<file path="config.mk">
export PLATFORM = sky130hd
export DESIGN_NAME = mte_divider
export DESIGN_NICKNAME = d
export VERILOG_FILES = /design/src/rtl/mte_pkg.sv /design/src/rtl/mte_divider.sv
export SDC_FILE = /design/constraint.sdc
export NUM_CORES = 1
export LEC_CHECK = 0
export ABC_AREA = 1
export BUFFER_PORTS_ARGS = -buffer_cell sky130_fd_sc_hd__buf_4
export CAP_MARGIN = 20
export CORE_MARGIN = 1
export CORE_UTILIZATION = 59
export DETAILED_ROUTE_END_ITERATION = 7
export PLACE_DENSITY = 0.8
export SYNTH_ARGS = -nofsm -noshare
export SYNTH_HDL_FRONTEND = slang
export SYNTH_SLANG_ARGS = --single-unit
</file>
<file path="constraint.sdc">
create_clock -name clock -period 3.4 [get_ports clock]
set_input_delay 0.34 -clock clock [delete_from_list [all_inputs] [get_ports clock]]
set_output_delay 0.34 -clock clock [all_outputs]
set_load 0.05 [all_outputs]
</file>
<file path="src/rtl/mte_pkg.sv">
// Package for the multinomial term enumerator: widths, limits and the factorial table.
// Used by every module of the block; depends on nothing.
`default_nettype none
package mte_pkg;
   localparam int DefMaxVars  = 4;
   localparam int DefMaxPower = 15;
   localparam int CoefW       = 24;
   localparam int ExpW        = 16;
   localparam int PartW       = 5;
   localparam int FactW       = 64;

   localparam logic CMD_START = 1'b0;
   localparam logic CMD_NEXT  = 1'b1;

   function automatic logic [FactW-1:0] fact_value(input logic [PartW-1:0] k);
      logic [FactW-1:0] r;
      case (k)
         5'd0:    r = 64'd1;
         5'd1:    r = 64'd1;
         5'd2:    r = 64'd2;
         5'd3:    r = 64'd6;
         5'd4:    r = 64'd24;
         5'd5:    r = 64'd120;
         5'd6:    r = 64'd720;
         5'd7:    r = 64'd5040;
         5'd8:    r = 64'd40320;
         5'd9:    r = 64'd362880;
         5'd10:   r = 64'd3628800;
         5'd11:   r = 64'd39916800;
         5'd12:   r = 64'd479001600;
         5'd13:   r = 64'd6227020800;
         5'd14:   r = 64'd87178291200;
         5'd15:   r = 64'd1307674368000;
         5'd16:   r = 64'd20922789888000;
         5'd17:   r = 64'd355687428096000;
         5'd18:   r = 64'd6402373705728000;
         5'd19:   r = 64'd121645100408832000;
         5'd20:   r = 64'd2432902008176640000;
         default: r = 64'd1;
      endcase
      return r;
   endfunction
endpackage
`default_nettype wire

</file>
<file path="src/rtl/mte_divider.sv">
// Shared restoring divider, one quotient bit per cycle.
// Depends on mte_pkg.
`default_nettype none
module mte_divider
   import mte_pkg::*;
(
   input  wire logic             clock,
   input  wire logic             reset,
   input  wire logic             start,
   input  wire logic [FactW-1:0] dividend,
   input  wire logic [FactW-1:0] divisor,
   output logic                  busy,
   output logic [FactW-1:0]      quotient
);
   logic [FactW-1:0] quo_ff, quo_in, rem_ff, rem_in, div_ff, div_in;
   logic [6:0]       cnt_ff, cnt_in;
   logic [FactW:0]   trial;

   assign busy     = (cnt_ff != 7'd0);
   assign quotient = quo_ff;

   always_comb begin
      quo_in = quo_ff;
      rem_in = rem_ff;
      div_in = div_ff;
      cnt_in = cnt_ff;
      trial  = {rem_ff, quo_ff[FactW-1]} - {1'b0, div_ff};
      if (start) begin
         quo_in = dividend;
         rem_in = '0;
         div_in = divisor;
         cnt_in = 7'(FactW);
      end else if (busy) begin
         cnt_in = cnt_ff - 7'd1;
         if (!trial[FactW]) begin
            rem_in = trial[FactW-1:0];
            quo_in = {quo_ff[FactW-2:0], 1'b1};
         end else begin
            rem_in = {rem_ff[FactW-2:0], quo_ff[FactW-1]};
            quo_in = {quo_ff[FactW-2:0], 1'b0};
         end
      end
   end

   always_ff @(posedge clock) begin
      if (reset) begin
         cnt_ff <= '0;
      end else begin
         cnt_ff <= cnt_in;
      end
      quo_ff <= quo_in;
      rem_ff <= rem_in;
      div_ff <= div_in;
   end
endmodule
`default_nettype wire

</file>
Yosys cells after proc, flatten, opt, wreduce, memory -nomap -nowiden --
Cells that the tools add are included. W data, S select, Z words.
Word-level totals: bits in registers 199, input port bits 131, output and inout port bits 65, word-level logic and storage cells 16
Cells by class: add/sub/neg operators 2, multiplexer cells 6, reduce and logical (&&, ||, !) cells 3
Operator list (number):
- $mux W64 | 3
- $sub A65 B64 Y65 | 1
- $mux W7 | 2
- $reduce_bool A7 Y1 | 1
- $sub A7 B1 Y7 const B | 1
- $reduce_bool A2 Y1 | 1
- $reduce_or A2 Y1 | 1
- $mux W1 | 1

Logic depth before layout (Yosys ltp) --
depth in word-level cells 4, gate-level depth with buffers 21, depth with buffers taken out 20

Least setup slack after synthesis --
OpenSTA, ideal clock, no wires.
kind register -> register, from register cnt_ff[0], to register quo_ff[0], in the netlist quotient[0], enable pin, setup time 0.688 ns, data arrival time 2.285 ns, required time 2.712 ns, slack 0.427 ns, cell stages (with the launch flop) 7, path buffers 0, clock period less this slack 2.973 ns, cells stage by stage dfxtp_1 inv_1 ha_1 nand2_1 or3_1 nor2_1 nand2_1
On the way: longest elaborated chain between the ends 2
Ends and longest elaborated chain:
- start: declaration | line mte_divider.sv:16 | logic [6:0] cnt_ff, cnt_in;
- start signal: assignment | line mte_divider.sv:49 | cnt_ff <= cnt_in;
- $reduce_bool A7 Y1 | line mte_divider.sv:19 | assign busy = (cnt_ff != 7'd0);
- $reduce_bool A2 Y1 (no source line)
- end signal: assignment | line mte_divider.sv:51 | quo_ff <= quo_in;
- end: declaration | line mte_divider.sv:15 | logic [FactW-1:0] quo_ff, quo_in, rem_ff, rem_in, div_ff, div_in;
No other way between the ends. A chain may end at the register's enable or synchronous reset.

Final worst setup path --
from register quo_ff[63], in the netlist quotient[63], to register quo_ff[0], in the netlist quotient[0], data pin
On the way: longest elaborated chain between the ends 4
Ends and longest elaborated chain:
- $sub A65 B64 Y65 | line mte_divider.sv:27 | trial = {rem_ff, quo_ff[FactW-1]} - {1'b0, div_ff};
- $mux W1 | line mte_divider.sv:35 | if (!trial[FactW]) begin
- $mux W64 | line mte_divider.sv:33 | end else if (busy) begin
- $mux W64 | line mte_divider.sv:28 | if (start) begin
- named net quo_in[0] | line mte_divider.sv:15
The timed path passes the listed nets, and every way through them passes these cells. The select of a mux whose other input is x is not followed.

==> results.cfg <==
[run_status]
outcome = completed

[worst_setup_path]
critical_path_class = reg2reg
endpoint_kind = flip-flop
startpoint = quotient[63]$_DFFE_PP_
cp.arrival_ns = 3.33
start_kind = flip-flop
reg2reg_from = quotient[63]$_DFFE_PP_
cp_max_fo = 34
cp.required_ns = 3.57

[die]
initial_core_util_pct = 60.48
die_h_um = 160.4
floorplan.die_area_sq_um = 25710
rows = 57
io_pins = 196
core_sq_um = 24460
dieWidth_um = 160.4

[route]
wl_per_cell_um = 16.38
antenna_left = 0
drt_iter0_markers = 1496
drt-total-wl_um = 46560
drc_errors = 0
vias = 15040
via_per_inst = 5.291
drt-pass1-iter-count = 6

[global_routing]
grt_util_met2_pct = 62.55
grt_max_degree = 122
grt_pass1_wl_um = 73690
top_usage_layer = met2
antenna_found_initial = 0
grt.overflow.total = 0
globalRouteTotalUtil_pct = 36.50
use_met3_pct = 5.398
groute.layer.met1.usage_pct = 46.35
grt_pass1_vias = 14550

[sta]
fmax_ghz = 0.3166
maxSlewHeadroom_pct = 59.44
tightest_slew_ns = 0.6084
hold_viol = 0
tns_ns = 0
period_share_pct = 92.89
fin_crit_ns = 3.158
rsz0062_at_grt = no
final.setup_skew_ns = 0.03076
finalSetupViolCount = 0
drv_slew = 0

[yosys]
synth_edf_count = 128
netlist_instances = 2335
ys_ff_latch = 199
synth_top_flop_cell = edfxtp_1
synth.distinct_cells = 39
ys_seq_area_share_pct = 35.59
yosys_warnings = 0
netlist_area_sq_um = 14800
syn_area_per_cell_sq_um = 6.336
async_flop_share_pct = 0
syn_nets = 2532

[pwr]
p_per_area_nw_per_um2 = 787.2
ir_worst_vdd_mv = 0.4900
leakagePower_nw = 9.846

[final_layout]
area_growth_pct = 15.78
final_cells = 2843
final_layout_size_suffix_gt1_share_pct = 11.99
fillers = 2051
seqCellArea_sq_um = 5265
final_common_cell = nand2_1
multi_input_area_sq_um = 7525
num_antenna_cells = 0
most-common-layout-cells = 945 x nand2_1, 438 x inv_1, 246 x nor2_1, 200 x buf_4, 175 x nand3_1
finalNetCount = 2703

[place]
dpl.hpwl_um = 36270
routabilityCongestion = 1.017
dpl.cell_count = 2811
port_buffers = 195

[clock_tree]
cts.sinks = 199
ctsHoldBuffers = 0
cts_resized = 0
clockBufferDepth = 2
clockRootBuffer = clkbuf_16
cts-buffers-inserted = 17
clk_pin_slew_ns = 0.10
htree_levels = 4
cts_tree = built
cts_setup_buffers = 0
clock_latency_ns = 0.47

[min_path]
min_from = reset
hp-class = in2reg

[flow_run]
cap_viol_max_count = 0
-- kinds of logic after synthesis --
group / share of synthesized area (%)
simple gates: 41.07
flops: 35.59
compound gates: 2.605
xor+xnor: 1.539
buf+inv: 13.57
fa+ha+maj: 5.632
-- critical path, stage by stage, from the launching register on --
cell	delay, ns
edfxtp_1	0.39
inv_1	0.06
ha_1	0.22
fa_1	0.43
inv_1	0.11
nand2_1	0.05
nand2_1	0.06
nand3_1	0.07
nand2_2	0.11
nand2_1	0.07
nand2_2	0.09
nand2_1	0.09
nand2_2	0.10
nand2_4	0.08
nand2_4	0.09
nand2_4	0.22
nand2_4	0.41
o21ai_0	0.20
-- where the power goes --
part	internal (W)	leakage (nW)	switching, W
combinational	0.00236	7.65	0.00524
clock	0.00108	0.302	0.00116
sequential	0.00322	1.89	0.000429
total	0.00666	9.85	0.00683
-- area by class of cell --
class / count / share of cell area, %
Clock buffer: 18 / 2.505
Tap cell: 324 / 2.367
Multi-Input combinational cell: 1626 / 43.93
Timing Repair Buffer: 205 / 9.298
Inverter: 457 / 10.02
Clock inverter: 14 / 1.147
Sequential cell: 199 / 30.74
-- per-stage QoR --
step           util [%]  power [W]  hold slack, ns  area (sq um)  setup WS [ns]
3_5_place_dp      67.47    0.01109          0.4667         16500         0.3678
3_3_place_gp      67.47    0.01087          0.4471         16500         0.5333
2_1_floorplan         -   0.009064          0.4091         14800         0.4269
4_1_cts           70.03    0.01337         0.02520         17130         0.2987
6_report          70.03    0.01349         0.02723         17130         0.2417
5_1_grt           70.03    0.01441         0.03262         17130       0.008608
-- final timing paths --
path | to | slack (ns) | cells past startpoint
max reg2reg | quotient[0]$_DFFE_PP_ | 0.24 | 17
max | quotient[0]$_DFFE_PP_ | 0.24 | 17
min | cnt_ff[6]$_SDFFE_PP0P_ | 0.03 | 2
min reg2reg | cnt_ff[6]$_SDFFE_PP0P_ | 0.49 | 2
-- registers in the layout (all words and copies together) (netlist names) --
signal and flops:
div_ff 64, quotient 64, rem_ff 64, cnt_ff 7
-- synthesized netlist by cell type, types with 17 or more instances --
cell type / count / area (sq um)
clkbuf_1: 27 / 101.4
nand3_2: 21 / 210.2
inv_1: 439 / 1648
o21ai_0: 17 / 85.08
ha_1: 65 / 813.3
nand3_1: 175 / 875.8
nand2_1: 946 / 3551
a21oi_1: 52 / 260.3
nor2_1: 246 / 923.4
edfxtp_1: 128 / 3844
xor2_1: 23 / 201.4
dfxtp_1: 71 / 1421
nand4_1: 17 / 106.4
-- layer usage --
metal | routed length, um | share of wire [%]
met1 | 19400 | 42
met2 | 22110 | 47
met3 | 3412 | 7.3
met4 | 1638 | 3.5
met5 | 0 | 0
Power figures use the tool's default switching activity.
